[src/rtl/pra_ram.sv]
module pra_ram #(
    parameter int W = 8,
    parameter int N = 16
) (
    input  logic                 i_clk,
    input  logic                 i_we,
    input  logic [$clog2(N)-1:0] i_waddr,
    input  logic [W-1:0]         i_wdata,
    input  logic [$clog2(N)-1:0] i_raddr,
    output logic [W-1:0]         o_rdata
);

    logic [W-1:0] r_mem [N];
    logic [W-1:0] r_rdata;

    always_ff @(posedge i_clk) begin
        if (i_we) begin
            r_mem[i_waddr] <= i_wdata;
        end
        r_rdata <= r_mem[i_raddr];
    end

    assign o_rdata = r_rdata;

endmodule

[config.mk]
export PLATFORM = sky130hd
export DESIGN_NAME = pra_ram
export DESIGN_NICKNAME = d
export VERILOG_FILES = /design/src/rtl/pra_ram.sv
export SDC_FILE = /design/constraint.sdc
export NUM_CORES = 1
export LEC_CHECK = 0
export ABC_AREA = 0
export BUFFER_PORTS_ARGS = -buffer_cell sky130_fd_sc_hd__buf_2
export CAP_MARGIN = 20
export CORE_MARGIN = 1
export CORE_UTILIZATION = 30
export DETAILED_ROUTE_END_ITERATION = 10
export GPL_ROUTABILITY_DRIVEN = 0
export GPL_TIMING_DRIVEN = 0
export PLACE_DENSITY = 0.57
export RECOVER_POWER = 100
export SKIP_CTS_REPAIR_TIMING = 1
export SLEW_MARGIN = 20
export SYNTH_ARGS = -nofsm -noshare
export SYNTH_HDL_FRONTEND = slang
export SYNTH_SLANG_ARGS = --single-unit
[constraint.sdc]
create_clock -name i_clk -period 1.53 [get_ports i_clk]
set_input_delay 0.153 -clock i_clk [delete_from_list [all_inputs] [get_ports i_clk]]
set_output_delay 0.153 -clock i_clk [all_outputs]
set_load 0.05 [all_outputs]
==> metrics.cfg <==
[synth]
synth_area_per_cell_um2=22.5
syn-num-nets=247
ys_async_sr_fraction_pct=0
synth_seq_cells=136
synthDistinctLibCells=19
synth-seq-area-share_pct=77.8
synthFlopType=edfxtp_1
synth_edf_count=128
ys.warnings.count=0
synthCells=229
synth_area_um2=5150

[timing]
final_hold_viol_count=0
fin_skew_ns=0.00476
max_slew_margin_pct=42.6
slew_violations=0
setup_violations=0
worst_slack_ns=0.0445
period_share_pct=97.1
min_period_ns=1.49
setup_tns_ns=0
rsz0062_at_grt=false
tightest_slew_ns=0.858
max_freq_mhz=673

[power]
irDropWorstVdd_uv=906
finalPower_mw=8.81
p_leak_nw=1.99
power_density_nw_per_um2=1430

[finish]
fillers=1512
drive_above_1_share_pct=23.5
layout.nets=290
insertedDiodeCount=0
syn2layout_area_growth_pct=19.5

[routing]
drc=0
viasPerCell=4.66
vias=2352
drt_iter0_markers=158
totalWireLength_mm=10.1
ant_nets=0
wl_per_cell_um=20.0
first_pass_iters=4

[die]
die_x_um=133
core_area_um2=16600
num_rows=47
ios=26
start_util_pct=30.9
die_y_um=133
die-area_um2=17700

[worst_hold_path]
hp-class=in2reg
hold_path_end=r_mem[4][5]
holdCritStartpoint=i_waddr[0]
holdPathStages=2

[place]
port_buffers=24
preCtsSetupSlack_ns=-0.359
dp_hpwl_mm=6.40

[global_route]
grt_max_degree=17
grt.overflow.total=0
grt_pass1_wl_mm=15.2
grt_pass1_vias=2459
antenna_found_initial=0
track_usage_pct=12.6

[clocking]
clk_path_buf_depth=2
cts_tree=done
worstSkewPairLatency_ns=0.41
cts-root-buf=clkbuf_16
clk_pin_slew_ns=0.06
cts-htree-levels=4
cts_made_buffers=17
clock_sinks=136

[worst_setup_path]
end_kind=flip-flop
cp_max_fo=8
r2r-end=o_rdata[0]
crit_path_start_kind=input port
worstPathArrival_ns=1.52
r2r_cells=3
crit_start=i_we
critPathRequiredTime_ns=1.56
reg2reg_slack_ns=0.06
critical_path_class=in2reg
rr_startpoint=r_mem[6][0]

[status]
status=finished, final reports clean

[run]
cap_violations=0

## logic make-up after synthesis
logic type,Yosys count,synth area share (%)
AND/OR/NAND/NOR,35,3.18
flip-flops,136,77.8
multiplexers,32,15.0
buffers and inverters,10,1.68
AO/OA/AOI/OAI,16,2.33
## final cells by class
class	count	area (um^2)	area share [%]
Timing Repair Buffer	24	95.1	1.55
Clock buffer	24	492	8.00
Sequential cell	136	4000	65.1
Clock inverter	8	118	1.91
Buffer	10	86.3	1.40
Tap cell	220	275	4.48
Multi-Input combinational cell	83	1080	17.6
## cells in the mapped netlist (2+ instances only)
| library cell | n | share of area, % |
|---|---|---|
| mux4_1 | 14 | 7.1 |
| buf_2 | 3 | 0.29 |
| dfxtp_1 | 8 | 3.1 |
| clkdlybuf4s25_2 | 3 | 0.58 |
| a22oi_1 | 16 | 2.3 |
| nor2_1 | 13 | 0.95 |
| nand3b_1 | 2 | 0.29 |
| mux4_2 | 18 | 7.9 |
| nand2b_1 | 2 | 0.24 |
| buf_6 | 3 | 0.66 |
| edfxtp_1 | 128 | 75 |
| nand2_1 | 9 | 0.66 |
| nor3_1 | 4 | 0.39 |
## flip-flops by register name, indices dropped and copies added, names as in the netlist
name and cells:
r_mem 128, o_rdata 8
## metal layers
metal	vias to the layer above	GRT usage [%]	share of wire [%]	wire length (um)
met3	10	3.98	6.3	637
met1	1203	16.3	45	4540
li1	1062	-	-	-
met5	-	0	0	0
met4	0	5.62	1.0	104
met2	77	19.4	48	4840
## worst max-delay path, stage by stage
cell      delay (ns)
clkbuf_1        0.13
or3b_2          0.54
nor2_1          0.69
## report_power, final
group / switching [mW] / internal, mW / leakage [nW]
Clock: 1.43 / 2.72 / 0.300
Combinational: 0.320 / 0.154 / 0.462
Sequential: 0.0188 / 4.17 / 1.22
Total: 1.77 / 7.05 / 1.99
## layout by cell type (no fill, tap or decap), drive strengths merged
| cell | n |
|---|---|
| clkbuf | 44 |
| nand2b | 2 |
| nand3 | 1 |
| and2b | 1 |
| buf | 11 |
| nor2 | 13 |
| a22oi | 16 |
| nand2 | 9 |
| edfxtp | 128 |
| bufinv | 3 |
| mux4 | 32 |
| and2 | 1 |
| nor3 | 4 |
| or3b | 1 |
| nor2b | 1 |
| nand3b | 2 |
| clkdlybuf4s25 | 3 |
| clkinvlp | 1 |
| dfxtp | 8 |
| clkinv | 4 |
## stage by stage
stage / instances / hold slack [ns] / utilization (%) / cell area, um^2
floorplan: 229 / 0.252 / - / 5150
global placement: 473 / 0.555 / 33.3 / 5550
detailed placement: 473 / 0.571 / 33.4 / 5560
CTS: 505 / 0.128 / 37.1 / 6170
global route: 505 / 0.307 / 37.0 / 6150
finish: 505 / 0.288 / 37.0 / 6150
## worst max path at each step
stage | endpoint | slack (ns) | cells after the start
2_1_floorplan | r_mem[3][0] | 0.11 | 2
3_3_place_gp | r_mem[8][1] | -0.45 | 3
3_5_place_dp | r_mem[2][7] | -0.36 | 3
4_1_cts | o_rdata[0] | 0.02 | 3
5_1_grt | o_rdata[0] | 0.02 | 3
6_report | r_mem[1][3] | 0.04 | 3
(Power assumes the default switching activity.)
