`config.mk`:
```
export PLATFORM = sky130hd
export DESIGN_NAME = pra_seq
export DESIGN_NICKNAME = d
export VERILOG_FILES = /design/src/rtl/pra_pkg.sv /design/src/rtl/pra_seq.sv
export SDC_FILE = /design/constraint.sdc
export NUM_CORES = 1
export LEC_CHECK = 0
export BUFFER_PORTS_ARGS = -buffer_cell sky130_fd_sc_hd__buf_2
export CAP_MARGIN = 10
export CORE_MARGIN = 2
export CORE_UTILIZATION = 58
export DETAILED_ROUTE_END_ITERATION = 10
export PLACE_DENSITY = 0.91
export SLEW_MARGIN = 30
export SYNTH_ARGS = -nofsm -noshare
export SYNTH_HDL_FRONTEND = slang
export SYNTH_SLANG_ARGS = --single-unit
```
`constraint.sdc`:
```
create_clock -name i_clk -period 4.8 [get_ports i_clk]
set_input_delay 0.72 -clock i_clk [delete_from_list [all_inputs] [get_ports i_clk]]
set_output_delay 0.72 -clock i_clk [all_outputs]
set_load 0.02 [all_outputs]
```
`src/rtl/pra_pkg.sv`:
```
package pra_pkg;

    // sizes
    localparam int NUM_PAGES  = 32768;
    localparam int PAGE_BYTES = 4096;
    localparam int COUNT_BITS = 8;

    localparam int PAGE_W  = $clog2(NUM_PAGES);
    localparam int OFFS_W  = $clog2(PAGE_BYTES);
    localparam int DEPTH_W = PAGE_W + 1;

    // fixed field widths
    localparam int ADDR_W = 27;
    localparam int CFG_W  = 15;
    localparam int REF_W  = 8;
    localparam int STAT_W = 3;
    localparam int CMD_W  = 2;

    localparam logic [COUNT_BITS-1:0] CNT_MAX = {COUNT_BITS{1'b1}};
    localparam logic [COUNT_BITS-1:0] CNT_ONE = COUNT_BITS'(1);

    // commands
    localparam logic [CMD_W-1:0] CMD_ALLOC  = 2'd0;
    localparam logic [CMD_W-1:0] CMD_FREE   = 2'd1;
    localparam logic [CMD_W-1:0] CMD_ADDREF = 2'd2;
    localparam logic [CMD_W-1:0] CMD_COW    = 2'd3;

    // status codes
    localparam logic [STAT_W-1:0] STAT_OK   = 3'd0;
    localparam logic [STAT_W-1:0] STAT_OOM  = 3'd1;
    localparam logic [STAT_W-1:0] STAT_BAD  = 3'd2;
    localparam logic [STAT_W-1:0] STAT_FULL = 3'd3;
    localparam logic [STAT_W-1:0] STAT_SAT  = 3'd4;

    typedef struct packed {
        logic [CMD_W-1:0]  command;
        logic [ADDR_W-1:0] address_offset;
    } t_in_item;

    typedef struct packed {
        logic [STAT_W-1:0] status;
        logic [ADDR_W-1:0] result_address;
        logic [REF_W-1:0]  reference_count;
        logic              page_released;
    } t_out_item;

    // count memory port
    typedef struct packed {
        logic                  we;
        logic [PAGE_W-1:0]     waddr;
        logic [COUNT_BITS-1:0] wdata;
        logic [PAGE_W-1:0]     raddr;
    } t_cnt_port;

    // free stack memory port
    typedef struct packed {
        logic              we;
        logic [PAGE_W-1:0] waddr;
        logic [PAGE_W-1:0] wdata;
        logic [PAGE_W-1:0] raddr;
    } t_stk_port;

    typedef struct packed {
        logic               clearing;
        logic [DEPTH_W-1:0] depth;
    } t_seq_stat;

endpackage

```
`src/rtl/pra_seq.sv`:
```
module pra_seq (
    input  logic                              i_clk,
    input  logic                              i_rst_n,
    input  logic                              i_in_valid,
    input  pra_pkg::t_in_item                 i_in_item,
    output logic                              o_in_stall,
    input  logic                              i_cfg_we,
    input  logic [pra_pkg::CFG_W-1:0]         i_cfg_wdata,
    input  logic                              i_slot_free,
    output logic                              o_res_valid,
    output pra_pkg::t_out_item                o_res,
    output pra_pkg::t_cnt_port                o_cnt_port,
    input  logic [pra_pkg::COUNT_BITS-1:0]    i_cnt_rdata,
    output pra_pkg::t_stk_port                o_stk_port,
    input  logic [pra_pkg::PAGE_W-1:0]        i_stk_rdata,
    output pra_pkg::t_seq_stat                o_stat
);
    import pra_pkg::*;

    localparam logic [2:0] S_CLEAR = 3'd0;
    localparam logic [2:0] S_IDLE  = 3'd1;
    localparam logic [2:0] S_EXEC  = 3'd2;
    localparam logic [2:0] S_WR2   = 3'd3;
    localparam logic [2:0] S_HOLD  = 3'd4;

    logic [2:0]         r_state, n_state;
    logic [PAGE_W-1:0]  r_clr, n_clr;
    logic [DEPTH_W-1:0] r_depth, n_depth;
    logic [CFG_W-1:0]   r_first, n_first;
    logic [CMD_W-1:0]   r_cmd, n_cmd;
    logic [ADDR_W-1:0]  r_addr, n_addr;
    logic [PAGE_W-1:0]  r_np, n_np;
    t_out_item          r_res, n_res;

    t_out_item          x_res;
    logic               x_wr2;
    logic [PAGE_W-1:0]  pg;
    logic [ADDR_W-1:0]  pg_full;
    logic               pg_oob, aligned, empty, full;
    logic [COUNT_BITS-1:0] c_dec;
    logic [DEPTH_W-1:0] depth_m1;
    logic [ADDR_W-1:0]  top_addr;
    logic [PAGE_W-1:0]  in_pg;

    assign pg       = r_addr[OFFS_W +: PAGE_W];
    assign pg_full  = ADDR_W'(r_addr >> OFFS_W);
    assign pg_oob   = pg_full >= ADDR_W'(NUM_PAGES);
    assign aligned  = r_addr[OFFS_W-1:0] == '0;
    assign empty    = r_depth == '0;
    assign full     = r_depth == DEPTH_W'(NUM_PAGES);
    assign c_dec    = (i_cnt_rdata != '0) ? i_cnt_rdata - CNT_ONE : '0;
    assign depth_m1 = r_depth - DEPTH_W'(1);
    assign top_addr = ADDR_W'(i_stk_rdata) << OFFS_W;
    assign in_pg    = i_in_item.address_offset[OFFS_W +: PAGE_W];

    always_comb begin
        n_state = r_state;
        n_clr   = r_clr;
        n_depth = r_depth;
        n_first = i_cfg_we ? i_cfg_wdata : r_first;
        n_cmd   = r_cmd;
        n_addr  = r_addr;
        n_np    = r_np;
        n_res   = r_res;

        x_res   = '{status: STAT_OK, result_address: '0, reference_count: '0,
                    page_released: 1'b0};
        x_wr2   = 1'b0;

        o_cnt_port = '{we: 1'b0, waddr: pg, wdata: '0, raddr: in_pg};
        o_stk_port = '{we: 1'b0, waddr: r_depth[PAGE_W-1:0], wdata: pg,
                       raddr: depth_m1[PAGE_W-1:0]};
        o_res_valid = 1'b0;
        o_res       = r_res;

        case (r_state)
            S_CLEAR: begin
                o_cnt_port.we    = 1'b1;
                o_cnt_port.waddr = r_clr;
                n_clr = r_clr + PAGE_W'(1);
                if (r_clr == PAGE_W'(NUM_PAGES - 1)) begin
                    n_state = S_IDLE;
                end
            end
            S_IDLE: begin
                if (i_in_valid) begin
                    n_cmd   = i_in_item.command;
                    n_addr  = i_in_item.address_offset;
                    n_state = S_EXEC;
                end
            end
            S_EXEC: begin
                case (r_cmd)
                    CMD_ALLOC: begin
                        if (empty) begin
                            x_res.status = STAT_OOM;
                        end else begin
                            n_depth = depth_m1;
                            o_cnt_port.we    = 1'b1;
                            o_cnt_port.waddr = i_stk_rdata;
                            o_cnt_port.wdata = CNT_ONE;
                            x_res.result_address  = top_addr;
                            x_res.reference_count = REF_W'(CNT_ONE);
                        end
                    end
                    CMD_FREE: begin
                        if (!aligned || pg_full < ADDR_W'(r_first) || pg_oob) begin
                            x_res.status = STAT_BAD;
                        end else begin
                            o_cnt_port.we    = 1'b1;
                            o_cnt_port.wdata = c_dec;
                            if (c_dec != '0) begin
                                x_res.reference_count = REF_W'(c_dec);
                            end else if (full) begin
                                x_res.status = STAT_FULL;
                            end else begin
                                o_stk_port.we = 1'b1;
                                n_depth = r_depth + DEPTH_W'(1);
                                x_res.page_released = 1'b1;
                            end
                        end
                    end
                    CMD_ADDREF: begin
                        if (pg_oob) begin
                            x_res.status = STAT_BAD;
                        end else if (i_cnt_rdata == CNT_MAX) begin
                            x_res.status = STAT_SAT;
                            x_res.reference_count = REF_W'(CNT_MAX);
                        end else begin
                            o_cnt_port.we    = 1'b1;
                            o_cnt_port.wdata = i_cnt_rdata + CNT_ONE;
                            x_res.reference_count = REF_W'(i_cnt_rdata + CNT_ONE);
                        end
                    end
                    default: begin
                        // copy on write
                        if (pg_oob) begin
                            x_res.status = STAT_BAD;
                        end else if (i_cnt_rdata <= CNT_ONE) begin
                            x_res.result_address  = r_addr;
                            x_res.reference_count = REF_W'(i_cnt_rdata);
                        end else if (empty) begin
                            x_res.status = STAT_OOM;
                            x_res.reference_count = REF_W'(i_cnt_rdata);
                        end else begin
                            n_depth = depth_m1;
                            o_cnt_port.we = 1'b1;
                            x_res.result_address = top_addr;
                            if (i_stk_rdata == pg) begin
                                // new page is the old one: set to one, then dropped to zero
                                o_cnt_port.wdata = '0;
                            end else begin
                                o_cnt_port.wdata = c_dec;
                                x_res.reference_count = REF_W'(c_dec);
                                x_wr2 = 1'b1;
                                n_np  = i_stk_rdata;
                            end
                        end
                    end
                endcase
                n_res = x_res;
                o_res = x_res;
                if (x_wr2) begin
                    n_state = S_WR2;
                end else if (i_slot_free) begin
                    o_res_valid = 1'b1;
                    n_state = S_IDLE;
                end else begin
                    n_state = S_HOLD;
                end
            end
            S_WR2: begin
                o_cnt_port.we    = 1'b1;
                o_cnt_port.waddr = r_np;
                o_cnt_port.wdata = CNT_ONE;
                if (i_slot_free) begin
                    o_res_valid = 1'b1;
                    n_state = S_IDLE;
                end else begin
                    n_state = S_HOLD;
                end
            end
            S_HOLD: begin
                if (i_slot_free) begin
                    o_res_valid = 1'b1;
                    n_state = S_IDLE;
                end
            end
            default: begin
                n_state = S_IDLE;
            end
        endcase
    end

    always_ff @(posedge i_clk) begin
        if (!i_rst_n) begin
            r_state <= S_CLEAR;
            r_clr   <= '0;
            r_depth <= '0;
            r_first <= '0;
        end else begin
            r_state <= n_state;
            r_clr   <= n_clr;
            r_depth <= n_depth;
            r_first <= n_first;
        end
    end

    always_ff @(posedge i_clk) begin
        r_cmd  <= n_cmd;
        r_addr <= n_addr;
        r_np   <= n_np;
        r_res  <= n_res;
    end

    assign o_in_stall = r_state != S_IDLE;
    assign o_stat     = '{clearing: r_state == S_CLEAR, depth: r_depth};

endmodule

```
==> results.md, run 1 <==
* Status: complete, no violations
* Routed Wire Length at 24.1 mm
* R2R Setup Slk at 1.65 ns
* EDFF count, synth at 44
* Crit path kind: reg -> out
* Total global routing overflow at 0
* FF/Latch Area at 3080 um^2
* Filler instances at roughly 1,100
* Req. time, crit path at 4.08 ns
* H-tree Lvls at 4
* Avg Inst Size Synth at 8.53 um^2
* Placed Area at 8910 um^2
* Period Utilization, post-route at around 93%
* CTS buffer count at 17
* CP Launch Type: flip-flop
* Post-Synthesis Cell Area at roughly 8000 um^2
* Maxcap violations at 0
* Layout cells sized above 1 at 26.9%
* Total GRT Usage at between 30% and 40%
* IO Pins at 215
* RSZ-0062 raised after global routing: no
* Post-route antenna net violation count at 0
* PostCTS Resize Cnt at 0
* Setup Viol. Count Final at 0
* Cell Pwr Density at 281 nW/um^2
* Post-DP HPWL at 17.1 mm
* CP cell instances: inv_1, ha_1, nor4b_2, and4_1, or3_1, buf_4, o21ai_0, a21oi_1, buf_2
* Final worst setup slack at between 0.3 and 0.4 ns
* Fmax at 224 MHz
* Rel. slew slack at between 30% and 40%
* Total Neg Setup Slack at 0 ns
* Clk buf depth at 2
* VDD IR-drop max at 0.000258 V
* Die Width at 123 um
* Crit-path slowest cell: and4_1
* Area occupied by multi-input gates at approximately 4300 um^2
* Core area at 13,800 um^2
* Seq/Total Area, Yosys at 37.6%
* Final hold vios at 0
* Worst EP arrival at 3.74 ns
* Synthesized instance count at 960
* Buffers on Ports at approximately 210
* Clk slew on worst S/H paths at 0.06 ns
* FFs w/ async S/R, synth at 0%
* Yosys cell types at 85
* Antenna violations before repair at 1
* Setup Buffers After CTS at 0
* Leak at 4.14 nW
* RD Place Congestion at 0.985
* CTS tree: built
* Starting DRT DRC Count at just under 1,000
* Clock Sinks at 132
* Post-CTS Hold Buffers at 0
* Starting Density at between 50 and 60%
* Clock Skew at 0.0138 ns
* Crit-path max FO at 23
* Most common cell after layout, fill and taps aside: buf_2
* Ys flop type: dfxtp_1
* Rows at 43
* Routed vias at 7,868
* Design area at 9510 um^2
* Place WS at 0.934 ns
* Die area at 15,100 um^2
* # DRC at 0
* Max incr delay on CP at 0.60 ns
* Worst Max-Slew Pin Slew at 0.958 ns
* Number of global-route vias before repair at between 7,000 and 8,000
* First-pass GRT wire length at 36.9 mm
* Die height at 123 um
* Clock root buffer: clkbuf_16
* Worst Setup End Kind: output port
* WL/cell at between 15 and 20 um
* Drt first pass iters at 7
* Min-Delay Path Class: reg -> reg
* Clk_lat worst skew at 0.43 ns
* Nets at 1,183
* Vias per cell at 6.12
* Ys Warns at 0
* Largest net degree at the start of global routing at 63
* Area grow syn2layout at 16.1%
* Syn nets at around 1,100
* Final Critical Period at 4.46 ns
* Final Max Tran Viols at 0
* Finished Core Util at between 60 and 70%
* Most frequent cells in the layout: 213 x buf_2, 109 x nand2_1, 91 x a21oi_1
* Synthesized flop and latch total at about 130
## state kept, by name, indices dropped and copies added (netlist names)
signal	count
r_first	15
r_state	3
r_addr	27
r_cmd	2
r_np	15
r_depth	16
r_res	39
r_clr	15
## cell usage after synthesis (all sizes together), types with 14 or more instances
library cell / instances / area (um^2)
clkbuf: 38 / 144
nor4: 15 / 130
xnor2: 29 / 254
nor2: 68 / 268
mux2i: 26 / 260
o21ai: 32 / 160
and2: 16 / 101
a221oi: 14 / 148
xor2: 18 / 158
inv: 42 / 158
nand3: 44 / 238
nor2b: 21 / 131
buf: 74 / 522
dfxtp: 88 / 1760
nand4: 21 / 131
nand2: 111 / 427
a21oi: 91 / 455
ha: 20 / 250
nor3: 20 / 121
edfxtp: 44 / 1320
## cell families (layout without fill, tap and decap cells)
kind of cell | Yosys count | in the layout | share of synthesized area [%]
adders and majority gates | 20 | 20 | 3.05
DFF | 132 | 132 | 37.6
buffers and inverters | 155 | 299 | 10.1
muxes | 27 | 27 | 3.31
xor gates and xnor gates | 47 | 47 | 5.02
and+or+nand+nor | 364 | 364 | 23.3
other | 0 | 1 | 0
AOI/OAI and AO/OA | 215 | 215 | 17.6
## area by class of cell
class                   instances  share of cell area, %
diodes                          1                 0.0263
clock buffers                  19                   4.76
clock inverters                13                   1.39
inverters                      43                   1.70
multi-input cells             673                   45.1
flip-flops and latches        132                   32.4
well taps                     180                   2.37
repair buffers                224                   12.2
## where the power goes
part,total (mW),switching (mW),internal (mW)
Clock,1.30,0.510,0.789
Combinational,0.193,0.119,0.0745
Sequential,1.18,0.00920,1.17
Total,2.67,0.638,2.03
## worst max-delay path, delay by kind of cell (launching register included)
family                   cells  cell delay, ns
AND/OR/NAND/NOR              3            1.69
buffers and inverters        3            0.63
flip-flops                   1            0.38
AO/OA/AOI/OAI                2            0.36
adder cells (fa/ha/maj)      1            0.27
## per-stage QoR
step / hold WS [ns] / std cells / power [mW]
3_5_place_dp: 0.422 / 1251 / 1.39
5_1_grt: 0.458 / 1285 / 2.73
2_1_floorplan: 0.470 / 960 / 1.32
6_report: 0.438 / 1285 / 2.67
4_1_cts: 0.438 / 1283 / 2.68
3_3_place_gp: 0.417 / 1251 / 1.38
## layer usage
metal  GRT usage, %  part of all wire [%]
met1           40.5                    40
met2           50.4                    46
met3           7.95                    10
met4           13.7                   3.6
met5              0                     0
## path summary, 6_finish.rpt
check | endpoint | start | cells past startpoint
worst max-delay path | o_cnt_port[37] | r_depth[0] | 9
worst min-delay path | r_res[17] | r_res[17] | 2
worst max register to register | r_np[4] | r_depth[0] | 9
worst min register to register | r_res[17] | r_res[17] | 2
Power figures use the tool's default switching activity.
==> run 2: changes to the inputs <==
Settings changed: CORE_UTILIZATION 58 to 55, PLACE_DENSITY 0.91 to 0.87.
==> run 2 against run 1 <==
  * Critical path depth fell by 1
  * Final area fell by 0.17%
  * Register-to-register slack improved by 0.02 ns
  * Non-clock buffer count fell by 2
  * Combinational power barely moved
  * Cell count barely moved
  * Clock skew fell by 0.0022 ns
  * Fmax rose by 3.2%
  * Critical path type unchanged
==> results.md, run 2 (same netlist as run 1, synthesis figures left out) <==
* Status: complete, no violations
* Clock root buffer: clkbuf_16
* Worst Setup End Kind: output port
* Routed Wire Length at approximately 24 mm
* Drt first pass iters at 6
* Post-route antenna net violation count at 0
* Comb pwr share at 7.3%
* WL/cell at 18.4 um
* Die Width at 126 um
* Worst Max-Slew Pin Slew at 0.919 ns
* CP Launch Type: flip-flop
* CP Launch Point: r_depth[0]
* Met2 wire length at 10.8 mm
* Total GRT Usage at 29.3%
* Final Total Pwr at roughly 2.7 mW
* Die height at 126 um
* Starting Density at between 50% and 60%
* Core area at 14,500 um^2
* Total global routing overflow at 0
* Total Neg Setup Slack at 0 ns
* Fmax at about 230 MHz
* Cell Pwr Density at 280 nW/um^2
* WL met1 at 9.97 mm
* Clk slew on worst S/H paths at 0.06 ns
* RD Place Congestion at 0.968
* Flop pwr share at 44.4%
* Period Utilization, post-route at 90.1%
* Clock Skew at 0.0116 ns
* Nets at 1,181
* CTS tree: built
* Maxcap violations at 0
* Final hold vios at 0
* Crit path kind: reg -> out
* First-pass GRT wire length at 36.8 mm
* Clock Sinks at 132
* VDD IR-drop max at 0.000356 V
* Final Max Tran Viols at 0
* Clock Power Share at just under 50%
* CTS buffer count at 17
* Most common cell after layout, fill and taps aside: buf_2
* R2r startpoint: r_depth[0]
* Highest routed layer: met4
* Reg with most FFs: r_res
* Rel. slew slack at a little under 40%
* H-tree Lvls at 4
* Number of global-route vias before repair at 6,881
* Most frequent cells in the layout: 213 x buf_2, 109 x nand2_1, 91 x a21oi_1
* Worst EP arrival at 3.60 ns
* Min-Delay Path Class: reg -> reg
* Buffers on Ports at between 200 and 250
* Req. time, crit path at 4.08 ns
* Met3 Wirelength at about 2.2 mm
* Place WS at 0.996 ns
* Worst r2r dst: r_np[3]
* WHS at 0.435 ns
* Clk_lat worst skew at 0.43 ns
* IO Pins at 215
* Worst r2r path cells at 9
* Area grow syn2layout at 15.9%
* Crit-path max FO at 30
* R2R Setup Slk at 1.67 ns
* Post-DP HPWL at 16.9 mm
* Largest net degree at the start of global routing at 63
* Final worst setup slack at 0.476 ns
* Largest registers: r_res (39), r_addr (27), r_depth (16)
* Routed vias at between 7,000 and 8,000
* P_int at 2.01 mW
* Antenna violations before repair at 0
* PostCTS Resize Cnt at 0
* Post-CTS Hold Buffers at 0
* Setup Buffers After CTS at 0
* Setup Viol. Count Final at 0
* Antenna diodes at 0
* Layout cells sized above 1 at 26.5%
* Starting DRT DRC Count at 1,006
* Worst Setup EP: o_cnt_port[32]
* # DRC at 0
* Leak at 4.13 nW
* Die area at 15,900 um^2
* Max FFs per register at 39
* P_sw at 646 uW
* Final Critical Period at 4.32 ns
* Vias per cell at 5.93
* Clk buf depth at 2
* RSZ-0062 raised after global routing: no
* Rows at between 40 and 50
* Sw Ratio at 24.3%
[run 2: cell types whose count changed in the layout (fill, tap and decap cells not counted), sizes merged]
cell / before / now
clkinv: 9 / 8
inv: 43 / 46
clkbuf: 19 / 17
buf: 224 / 222
diode: 1 / 0
[run 2: critical path: stages (launching register included)]
cell and delay, ns:
dfxtp_1 0.37, inv_1 0.14, ha_1 0.26, nor4b_2 0.46, and4_1 0.58, or3_1 0.79, o21ai_0 0.19, a21oi_1 0.20
buf_2 0.19
[run 2: per-layer routing]
| metal | up-vias | track usage (%) |
|---|---|---|
| met2 | 415 | 43.9 |
| met3 | 55 | 7.90 |
| met5 | - | 0 |
| met1 | 3528 | 40.4 |
| li1 | 3622 | - |
| met4 | 0 | 11.6 |
[run 2: cell type report]
| cell class | instances | area (um^2) |
|---|---|---|
| fill | 1234 | 5040 |
| multi-input combinational | 673 | 4290 |
| sequential | 132 | 3080 |
| timing repair buffer | 222 | 1150 |
| clock buffer | 17 | 425 |
| tap | 184 | 230 |
| inverter | 43 | 161 |
| clock inverter | 15 | 154 |
[run 2: per-stage QoR]
stage	instances	area, um^2	utilization, %
2_1_floorplan	960	8190	-
5_1_grt	1286	9490	65.3
6_report	1286	9490	65.3
3_3_place_gp	1254	8910	61.3
4_1_cts	1286	9490	65.3
3_5_place_dp	1254	8910	61.3
[run 2: worst min-delay path by stage]
stage                     cells past startpoint   endpoint          from
after floorplan                               2  r_clr[13]     r_clr[13]
after global placement                        2   r_res[9]      r_res[9]
after detailed placement                      2  r_res[18]     r_res[18]
after CTS                                     2  r_res[14]     r_res[14]
after global routing                          1  r_addr[7]  i_in_item[7]
final                                         2   r_res[9]      r_res[9]
[run 2: power groups by stage]
stage               combinational, mW  sequential [mW]  clock [mW]
floorplan                       0.123             1.20           0
global placement                0.185             1.20           0
detailed placement              0.190             1.20           0
CTS                             0.191             1.18        1.30
global route                    0.208             1.18        1.35
finish                          0.194             1.18        1.28
